==> src/rtl/spsc_pkg.sv <==
package spsc_pkg;

	// item kinds
	localparam logic [1:0] OP_PULSE  = 2'd0;
	localparam logic [1:0] OP_UPDATE = 2'd1;
	localparam logic [1:0] OP_LOAD   = 2'd2;

	// period profiles
	localparam logic [1:0] PROF_FAST = 2'd0;
	localparam logic [1:0] PROF_SLOW = 2'd1;
	localparam logic [1:0] PROF_NONE = 2'd2;

	localparam logic [11:0] PERIOD_FAST = 12'd2000;
	localparam logic [11:0] PERIOD_SLOW = 12'd3500;

	// register map, byte address = 4 * index
	localparam int APB_AW = 5;
	localparam logic [2:0] REG_CORR_EN  = 3'd0;
	localparam logic [2:0] REG_ENC_TOL  = 3'd1;
	localparam logic [2:0] REG_DEADBAND = 3'd2;
	localparam logic [2:0] REG_INVERT   = 3'd3;
	localparam logic [2:0] REG_SPR      = 3'd4;
	localparam logic [2:0] REG_PROF_EN  = 3'd5;
	localparam logic [2:0] REG_INNER    = 3'd6;
	localparam logic [2:0] REG_OUTER    = 3'd7;

	localparam logic [15:0] ENC_TOL_RST = 16'd1000;
	localparam logic [31:0] SPR_RST     = 32'd65536;

	typedef struct packed {
		logic        encoder_correction_enable;
		logic [15:0] encoder_tolerance_ms;
		logic [15:0] deadband_steps;
		logic        invert_direction;
		logic [31:0] steps_per_radian;
		logic        profile_enable;
		logic [30:0] inner_limit_steps;
		logic [30:0] outer_limit_steps;
	} spsc_cfg_t;

	typedef struct packed {
		logic [1:0]         opcode;
		logic signed [31:0] position_value;
		logic signed [31:0] target_position;
		logic signed [31:0] encoder_angle;
		logic [15:0]        encoder_age_ms;
		logic               drv_fault;
	} spsc_in_t;

	typedef struct packed {
		logic signed [31:0] position_now;
		logic               running;
		logic               direction_level;
		logic               moving_down;
		logic               arrived;
		logic               fault_seen;
		logic [11:0]        period_ticks;
		logic [1:0]         profile_now;
	} spsc_out_t;

	// item after encoder conversion
	typedef struct packed {
		logic [1:0]  opcode;
		logic [31:0] position_value;
		logic [31:0] target_position;
		logic        drv_fault;
		logic        use_enc;
		logic [31:0] enc_steps;
	} spsc_s2_t;

endpackage

==> src/rtl/spsc_ifs.sv <==
interface spsc_in_if import spsc_pkg::*; ();
	logic     valid;
	logic     ready;
	spsc_in_t data;

	modport source (output valid, output data, input ready);
	modport sink (input valid, input data, output ready);
endinterface

interface spsc_out_if import spsc_pkg::*; ();
	logic      valid;
	logic      ready;
	spsc_out_t data;

	modport source (output valid, output data, input ready);
	modport sink (input valid, input data, output ready);
endinterface

==> src/rtl/spsc_apb_regs.sv <==
module spsc_apb_regs import spsc_pkg::*; (
	input  logic              clk,
	input  logic              arst_n,
	input  logic              psel,
	input  logic              penable,
	input  logic              pwrite,
	input  logic [APB_AW-1:0] paddr,
	input  logic [31:0]       pwdata,
	output logic [31:0]       prdata,
	output logic              pready,
	output spsc_cfg_t         cfg
);

	spsc_cfg_t  cfg_q;
	logic       wr_en;
	logic [2:0] idx;

	assign pready = 1'b1;
	assign wr_en  = psel && penable && pwrite;
	assign idx    = paddr[4:2];
	assign cfg    = cfg_q;

	always_ff @(posedge clk or negedge arst_n) begin
		if (!arst_n) begin
			cfg_q.encoder_correction_enable <= 1'b0;
			cfg_q.encoder_tolerance_ms      <= ENC_TOL_RST;
			cfg_q.deadband_steps            <= '0;
			cfg_q.invert_direction          <= 1'b0;
			cfg_q.steps_per_radian          <= SPR_RST;
			cfg_q.profile_enable            <= 1'b0;
			cfg_q.inner_limit_steps         <= '0;
			cfg_q.outer_limit_steps         <= '0;
		end else if (wr_en) begin
			case (idx)
				REG_CORR_EN:  cfg_q.encoder_correction_enable <= pwdata[0];
				REG_ENC_TOL:  cfg_q.encoder_tolerance_ms      <= pwdata[15:0];
				REG_DEADBAND: cfg_q.deadband_steps            <= pwdata[15:0];
				REG_INVERT:   cfg_q.invert_direction          <= pwdata[0];
				REG_SPR:      cfg_q.steps_per_radian          <= pwdata;
				REG_PROF_EN:  cfg_q.profile_enable            <= pwdata[0];
				REG_INNER:    cfg_q.inner_limit_steps         <= pwdata[30:0];
				REG_OUTER:    cfg_q.outer_limit_steps         <= pwdata[30:0];
				default: ;
			endcase
		end
	end

	always_comb begin
		case (idx)
			REG_CORR_EN:  prdata = {31'd0, cfg_q.encoder_correction_enable};
			REG_ENC_TOL:  prdata = {16'd0, cfg_q.encoder_tolerance_ms};
			REG_DEADBAND: prdata = {16'd0, cfg_q.deadband_steps};
			REG_INVERT:   prdata = {31'd0, cfg_q.invert_direction};
			REG_SPR:      prdata = cfg_q.steps_per_radian;
			REG_PROF_EN:  prdata = {31'd0, cfg_q.profile_enable};
			REG_INNER:    prdata = {1'b0, cfg_q.inner_limit_steps};
			REG_OUTER:    prdata = {1'b0, cfg_q.outer_limit_steps};
			default:      prdata = '0;
		endcase
	end

endmodule

==> src/rtl/spsc_enc_stage.sv <==
module spsc_enc_stage import spsc_pkg::*; (
	input  logic      clk,
	input  logic      load_s1,
	input  logic      load_s2,
	input  spsc_in_t  in_data,
	input  spsc_cfg_t cfg,
	output spsc_s2_t  item_s2
);

	spsc_in_t    in_s1;
	spsc_s2_t    item_d;
	logic        neg;
	logic [31:0] mag;
	logic [63:0] prod;
	logic [31:0] whole;
	logic [31:0] steps;

	always_ff @(posedge clk) begin
		if (load_s1) begin
			in_s1 <= in_data;
		end
	end

	// sign-magnitude multiply; the most negative angle keeps magnitude 2^31
	assign neg   = in_s1.encoder_angle[31];
	assign mag   = neg ? (32'd0 - in_s1.encoder_angle) : in_s1.encoder_angle;
	assign prod  = {32'd0, mag} * {32'd0, cfg.steps_per_radian};
	assign whole = prod[63:32];

	always_comb begin
		if (neg) begin
			steps = whole[31] ? 32'h8000_0000 : (32'd0 - whole);
		end else begin
			steps = whole[31] ? 32'h7FFF_FFFF : whole;
		end
	end

	always_comb begin
		item_d.opcode          = in_s1.opcode;
		item_d.position_value  = in_s1.position_value;
		item_d.target_position = in_s1.target_position;
		item_d.drv_fault       = in_s1.drv_fault;
		item_d.use_enc         = cfg.encoder_correction_enable &&
		                         (in_s1.encoder_age_ms <= cfg.encoder_tolerance_ms);
		item_d.enc_steps       = steps;
	end

	always_ff @(posedge clk) begin
		if (load_s2) begin
			item_s2 <= item_d;
		end
	end

endmodule

==> src/rtl/spsc_core.sv <==
module spsc_core import spsc_pkg::*; (
	input  logic      clk,
	input  logic      arst_n,
	input  logic      load_out,
	input  spsc_s2_t  item_s2,
	input  spsc_cfg_t cfg,
	output spsc_out_t res_q
);

	logic [31:0] pos_q, sp_q;
	logic        dir_q, run_q, fault_q;
	logic [1:0]  prof_q;
	logic [11:0] per_q;

	logic [31:0] pos_pulse, pos_mid, mid_mag;
	logic [31:0] pos_f, sp_f;
	logic        dir_f, run_f, fault_f;
	logic [1:0]  prof_f;
	logic [11:0] per_f;
	logic [32:0] diff, diff_mag;
	logic        at_f;

	assign pos_pulse = dir_q ? (pos_q - 32'd1) : (pos_q + 32'd1);
	assign pos_mid   = item_s2.use_enc ? item_s2.enc_steps : pos_q;
	assign mid_mag   = pos_mid[31] ? (32'd0 - pos_mid) : pos_mid;

	always_comb begin
		pos_f   = pos_q;
		sp_f    = sp_q;
		fault_f = fault_q;
		prof_f  = prof_q;
		per_f   = per_q;
		case (item_s2.opcode)
			OP_PULSE: begin
				pos_f = pos_pulse;
			end
			OP_UPDATE: begin
				pos_f   = pos_mid;
				sp_f    = item_s2.target_position;
				fault_f = item_s2.drv_fault;
				if (cfg.profile_enable) begin
					// hysteresis: only a change of profile is acted on
					if ((mid_mag < {1'b0, cfg.inner_limit_steps}) && (prof_q != PROF_FAST)) begin
						prof_f = PROF_FAST;
						per_f  = PERIOD_FAST;
					end else if ((mid_mag > {1'b0, cfg.outer_limit_steps}) &&
					             (prof_q != PROF_SLOW)) begin
						prof_f = PROF_SLOW;
						per_f  = PERIOD_SLOW;
					end
				end
			end
			OP_LOAD: begin
				pos_f   = item_s2.position_value;
				sp_f    = item_s2.position_value;
				fault_f = 1'b0;
			end
			default: ;
		endcase
	end

	// exact distance to setpoint in 33 bits
	assign diff     = {pos_f[31], pos_f} - {sp_f[31], sp_f};
	assign diff_mag = diff[32] ? (33'd0 - diff) : diff;
	assign at_f     = diff_mag <= {17'd0, cfg.deadband_steps};

	always_comb begin
		dir_f = dir_q;
		run_f = run_q;
		case (item_s2.opcode)
			OP_PULSE: begin
				if (at_f) begin
					run_f = 1'b0;
				end
			end
			OP_UPDATE: begin
				if (at_f) begin
					run_f = 1'b0;
				end else begin
					dir_f = $signed(pos_f) > $signed(sp_f);
					run_f = 1'b1;
				end
			end
			OP_LOAD: begin
				dir_f = 1'b0;
				run_f = 1'b0;
			end
			default: ;
		endcase
	end

	always_ff @(posedge clk or negedge arst_n) begin
		if (!arst_n) begin
			pos_q   <= '0;
			sp_q    <= '0;
			dir_q   <= 1'b0;
			run_q   <= 1'b0;
			fault_q <= 1'b0;
			prof_q  <= PROF_NONE;
			per_q   <= '0;
		end else if (load_out) begin
			pos_q   <= pos_f;
			sp_q    <= sp_f;
			dir_q   <= dir_f;
			run_q   <= run_f;
			fault_q <= fault_f;
			prof_q  <= prof_f;
			per_q   <= per_f;
		end
	end

	always_ff @(posedge clk) begin
		if (load_out) begin
			res_q.position_now    <= pos_f;
			res_q.running         <= run_f;
			res_q.direction_level <= ~dir_f ^ cfg.invert_direction;
			res_q.moving_down     <= dir_f;
			res_q.arrived         <= at_f;
			res_q.fault_seen      <= fault_f;
			res_q.period_ticks    <= per_f;
			res_q.profile_now     <= prof_f;
		end
	end

endmodule

==> src/rtl/stepper_position_step_controller_core.sv <==
// Step/direction controller that tracks motor position. Each transfer on in_ch is one
// item (step pulse done, control update or position load) and yields exactly one result
// on out_ch showing the controller state after that item. One item is taken per clock while
// out_ch is not stalled; the 32x32 encoder angle multiply sits between the input register
// and a second register, and the state update writes the result register from the second
// register. A stalled out_ch holds the pipeline and, once all three registers are full,
// in_ch. The state update loops through its own state registers, so consecutive items
// see each other's effects. Configure over APB only while no items are in flight.
module stepper_position_step_controller_core import spsc_pkg::*; (
	input  logic              clk,
	input  logic              arst_n,
	input  logic              psel,
	input  logic              penable,
	input  logic              pwrite,
	input  logic [APB_AW-1:0] paddr,
	input  logic [31:0]       pwdata,
	output logic [31:0]       prdata,
	output logic              pready,
	spsc_in_if.sink           in_ch,
	spsc_out_if.source        out_ch
);

	spsc_cfg_t cfg;
	spsc_s2_t  item_s2;
	logic      v1_q, v2_q, ov_q;
	logic      load_s1, load_s2, load_out, take_out;

	spsc_apb_regs u_regs (
		.clk     (clk),
		.arst_n  (arst_n),
		.psel    (psel),
		.penable (penable),
		.pwrite  (pwrite),
		.paddr   (paddr),
		.pwdata  (pwdata),
		.prdata  (prdata),
		.pready  (pready),
		.cfg     (cfg)
	);

	// each stage moves on when the next one is empty or moving on itself
	assign take_out    = ov_q && out_ch.ready;
	assign load_out    = v2_q && (!ov_q || out_ch.ready);
	assign load_s2     = v1_q && (!v2_q || load_out);
	assign in_ch.ready = !v1_q || load_s2;
	assign load_s1     = in_ch.valid && in_ch.ready;

	always_ff @(posedge clk or negedge arst_n) begin
		if (!arst_n) begin
			v1_q <= 1'b0;
			v2_q <= 1'b0;
			ov_q <= 1'b0;
		end else begin
			if (load_s1) begin
				v1_q <= 1'b1;
			end else if (load_s2) begin
				v1_q <= 1'b0;
			end
			if (load_s2) begin
				v2_q <= 1'b1;
			end else if (load_out) begin
				v2_q <= 1'b0;
			end
			if (load_out) begin
				ov_q <= 1'b1;
			end else if (take_out) begin
				ov_q <= 1'b0;
			end
		end
	end

	spsc_enc_stage u_enc (
		.clk     (clk),
		.load_s1 (load_s1),
		.load_s2 (load_s2),
		.in_data (in_ch.data),
		.cfg     (cfg),
		.item_s2 (item_s2)
	);

	spsc_core u_core (
		.clk      (clk),
		.arst_n   (arst_n),
		.load_out (load_out),
		.item_s2  (item_s2),
		.cfg      (cfg),
		.res_q    (out_ch.data)
	);

	assign out_ch.valid = ov_q;

endmodule
==> src/flat_wrapper.sv <==
// flat-port wrapper written by rule: the top's interface ports become plain ports
module stepper_position_step_controller_core_flat import spsc_pkg::*;
  (clk, arst_n, psel, penable, pwrite, paddr, pwdata, prdata, pready, in_ch_valid, in_ch_data, in_ch_ready, out_ch_valid, out_ch_data, out_ch_ready);
  spsc_in_if in_ch_i ();
  spsc_out_if out_ch_i ();
  input  logic clk;
  input  logic arst_n;
  input  logic psel;
  input  logic penable;
  input  logic pwrite;
  input  logic [APB_AW-1:0] paddr;
  input  logic [31:0] pwdata;
  output logic [31:0] prdata;
  output logic pready;
  input wire logic [$bits(in_ch_i.valid)-1:0] in_ch_valid;
  input wire logic [$bits(in_ch_i.data)-1:0] in_ch_data;
  output wire logic [$bits(in_ch_i.ready)-1:0] in_ch_ready;
  output wire logic [$bits(out_ch_i.valid)-1:0] out_ch_valid;
  output wire logic [$bits(out_ch_i.data)-1:0] out_ch_data;
  input wire logic [$bits(out_ch_i.ready)-1:0] out_ch_ready;
  assign in_ch_i.valid = in_ch_valid;
  assign in_ch_i.data = in_ch_data;
  assign in_ch_ready = in_ch_i.ready;
  assign out_ch_valid = out_ch_i.valid;
  assign out_ch_data = out_ch_i.data;
  assign out_ch_i.ready = out_ch_ready;
  stepper_position_step_controller_core u_core (.clk(clk), .arst_n(arst_n), .psel(psel), .penable(penable), .pwrite(pwrite), .paddr(paddr), .pwdata(pwdata), .prdata(prdata), .pready(pready), .in_ch(in_ch_i), .out_ch(out_ch_i));
endmodule
==> config.mk <==
export PLATFORM = sky130hd
export DESIGN_NAME = stepper_position_step_controller_core_flat
export DESIGN_NICKNAME = d
export VERILOG_FILES = /design/src/rtl/spsc_pkg.sv /design/src/rtl/spsc_ifs.sv /design/src/rtl/spsc_apb_regs.sv /design/src/rtl/spsc_enc_stage.sv /design/src/rtl/spsc_core.sv /design/src/rtl/stepper_position_step_controller_core.sv /design/src/flat_wrapper.sv
export SDC_FILE = /design/constraint.sdc
export NUM_CORES = 2
export LEC_CHECK = 0
export BUFFER_PORTS_ARGS = -buffer_cell sky130_fd_sc_hd__buf_2
export CAP_MARGIN = 20
export CELL_PAD_IN_SITES_DETAIL_PLACEMENT = 0
export CELL_PAD_IN_SITES_GLOBAL_PLACEMENT = 1
export CORE_MARGIN = 1
export CORE_UTILIZATION = 45
export DETAILED_ROUTE_END_ITERATION = 6
export PLACE_DENSITY = 0.8
export SLEW_MARGIN = 15
export SYNTH_ARGS = -nofsm -noshare
export SYNTH_HDL_FRONTEND = slang
export SYNTH_SLANG_ARGS = --single-unit
==> constraint.sdc <==
create_clock -name clk -period 32.3 [get_ports clk]
set_input_delay 6.46 -clock clk [delete_from_list [all_inputs] [get_ports clk]]
set_output_delay 6.46 -clock clk [all_outputs]
set_load 0.005 [all_outputs]
==> results by group <==
Die
  – Die area: about 140000 um2
  – Core Box Area: roughly 130000 um2
  – Rows: 134
  – Die Y-Extent: 368.3 um
  – Die width: approximately 370 um
  – Num ports: 245
  – Initial Util: 45.30%

Cells and area
  – Register Area: roughly 13000 um2
  – FILL cells: 12410
  – Area delta synth->final: 8.043%
  – Fraction of layout cells with a size suffix above 1: 9.543%
  – Final net count: 7831
  – Area of the multi-input gates: 42420 um2
  – Post-layout util: about 49%

STA
  – Tmin final: 15010 ps
  – Worst Clk Skew: ~46 ps
  – RSZ-0062 raised after global routing: false
  – Final setup viols: 0
  – Relative slew slack: roughly a quarter
  – Final period utilization: between 40% and 50%
  – Setup TNS: 0 ps
  – Worst-Margin Slew: 1117 ps
  – FMAX: 66.62 MHz
  – Final Slew Violations: 0
  – Final Hold Fails: 0

Critical path
  – Crit-path most repeated cell: buf_2
  – Buf/Inv on CP: 3
  – CP Launch Point: paddr[3]
  – Critical path depth: 6
  – Worst reg-to-reg setup slack: 19390 ps
  – CP Class: input port to output port
  – Crit path to: prdata[26]
  – Worst r2r dst: u_core.u_enc.item_s2[23]
  – CP Capture Type: output port
  – Crit-path cells: buf_2, buf_4, nor2_1, a22oi_1, nor2b_1, buf_2
  – CP arrival: ~8600 ps
  – Crit path launch type: input port
  – Max FO, Critical Path: 52
  – Cell family with most CP delay: simple AND/OR/NAND/NOR gates
  – R2r startpoint: u_core.u_enc.in_s1[23]
  – Slowest CP cell: nor2_1
  – Critical Path RT: 25840 ps
  – CP max stage delay: 600 ps
  – R2R depth: 36

Synthesis
  – Async SR Flop Fraction: 44.47%
  – Largest area contributor in the netlist: fa_1
  – Syn Nets: between 7000 and 8000
  – Yosys warns: 0
  – Synth Cell Area: 60390 um2
  – Yosys cell types: ~100
  – Flop and latch count out of synthesis: around 480
  – Synth top area cells: fa_1 30%, edfxtp_1 13%, ha_1 8.8%, dfrtp_1 8.5%, and2_1 6.4%
  – Post-synth top area share: 29.74%
  – Most frequent cell after synthesis: inv_1
  – Primary FF master, synth: edfxtp_1
  – Sequential area share after synthesis: 22.07%
  – Gate Count Post-Synth: 6290
  – Synth top cells by count: 981 x inv_1, 897 x fa_1, 783 x nand2_1
  – Synth Area per Inst: 9.600 um2
  – EDFF count, synth: 266

Route
  – Remaining antenna violation count: 0
  – DRC viols: 1
  – M1 WL: 74080 um
  – Routed wl met2: between 70000 and 80000 um
  – Initial DRC Count: 3557
  – Vias after detailed routing: 45140
  – Top Metal Used: met5
  – DR WL/cell: 20.80 um
  – First-pass DRT Iterations: 7
  – Vias per Instance: 5.530
  – Met3 routed WL: 12280 um
  – Detailed Route WL: 169800 um

Place
  – Port Buffers: 241
  – DP Wirelength: about 130000 um
  – Final RePlAce weighted congestion: 0.9220

Global routing
  – Gr usage total: 25.65%
  – Largest net degree at the start of global routing: 87
  – Vias in the first global route: 46890
  – Total gr overflow: 0
  – First-pass GRT wire length: 270900 um
  – Initial antenna violation count: 19

CTS
  – Sink Count: 479
  – Max clock buf depth: 3
  – Post-cts resize count: 0
  – Clk slew on worst S/H paths: 70 ps
  – Worst-Skew Late Latency: 640 ps
  – Post-CTS setup buffers: 0
  – CTS tree: done
  – CTS root buf: clkbuf_16
  – H-Tree Depth: 2
  – Hold-fix buffers, CTS: 0
  – CTS buffer count: between 40 and 50

Outcome
  – Failing checks: DRC
  – Outcome: complete, but fails checks

Min path
  – HP Start: u_core.u_enc.in_s1[112]
  – Worst hold-check path type: flop to flop

Flow run
  – Max cap viols: 0
## worst register-to-register path: cells and delay by family (launching register included)
family | cells | cell delay (ps)
adders and majority gates | 9 | 4520
DFF | 1 | 440
xor gates and xnor gates | 2 | 560
buffers and inverters | 6 | 690
and+or+nand+nor | 16 | 5270
AOI/OAI and AO/OA | 3 | 1270
## worst min-delay path by stage
stage                          endpoint  slack (ps)  cells after the start
6_report       u_core.u_enc.item_s2[97]         410                      0
5_1_grt        u_core.u_enc.item_s2[60]         420                      0
4_1_cts        u_core.u_enc.item_s2[37]         420                      0
3_5_place_dp   u_core.u_enc.item_s2[37]         400                      0
3_3_place_gp   u_core.u_enc.item_s2[50]         400                      0
2_1_floorplan  u_core.u_enc.item_s2[33]         400                      0
## sequential cells by signal, summed over array words and instances, names as in the netlist
name / cells
u_core.u_core.per_q: 12
u_core.out_ch.valid: 1
u_core.u_core.res_q: 51
u_core.u_regs.cfg: 129
u_core.u_core.fault_q: 1
u_core.u_core.pos_q: 32
u_core.u_core.run_q: 1
u_core.u_core.dir_q: 1
u_core.v1_q: 1
u_core.u_enc.in_s1: 115
u_core.v2_q: 1
u_core.u_enc.item_s2: 100
u_core.u_core.prof_q: 2
u_core.u_core.sp_q: 32
## cells in the final DEF (no fill, tap or decap), types with 30 or more instances in the layout
cell type	count
o21ai_0	296
xor2_1	47
buf_2	240
nor2_1	179
edfxtp_1	266
ha_1	420
nor3_1	58
mux2_2	80
mux2i_1	50
a22oi_1	51
a21o_1	114
buf_4	94
nor2b_1	30
and3_1	40
inv_1	981
nand3_1	49
o21a_1	40
fa_1	897
xnor2_1	76
nand2b_1	36
clkbuf_16	49
nand2_1	782
a21oi_1	182
dfrtp_1	200
and2_1	613
## stage by stage
stage	std cells	hold slack [ps]	area, um2	setup slack [ps]
after floorplan	6290	400.3	60390	18070
after global placement	8070	403.5	63580	17290
after detailed placement	8070	404.5	63580	17300
after CTS	8160	419.4	65230	17310
after global routing	8163	423.0	65240	17140
final	8164	409.6	65240	17290
## cells by family after synthesis
| kind of cell | Yosys count | synth area share (%) |
|---|---|---|
| AND/OR/NAND/NOR | 1937 | 16.15 |
| adder cells (fa/ha/maj) | 1320 | 38.50 |
| buffers and inverters | 1305 | 8.164 |
| AO/OA/AOI/OAI | 964 | 10.54 |
| flip-flops | 479 | 22.07 |
| XOR/XNOR | 154 | 2.246 |
| multiplexers | 130 | 2.321 |
| other | 1 | 0.006210 |
## cell type report
cell class | instances | area share [%]
Antenna cell | 4 | 0.01534
Clock buffer | 57 | 1.971
Clock inverter | 33 | 0.5696
Inverter | 982 | 5.652
Multi-Input combinational cell | 4506 | 65.02
Sequential cell | 479 | 20.44
Tap cell | 1768 | 3.391
Timing Repair Buffer | 335 | 2.946
## per-layer routing
metal	vias to the layer above	track usage [%]
li1	20390	-
met1	22990	35.55
met2	1499	41.36
met3	252	4.318
met4	14	7.110
met5	-	0
Power is not shown: default switching activity piles up to over one toggle a cycle in this logic, so the estimate is an artifact.
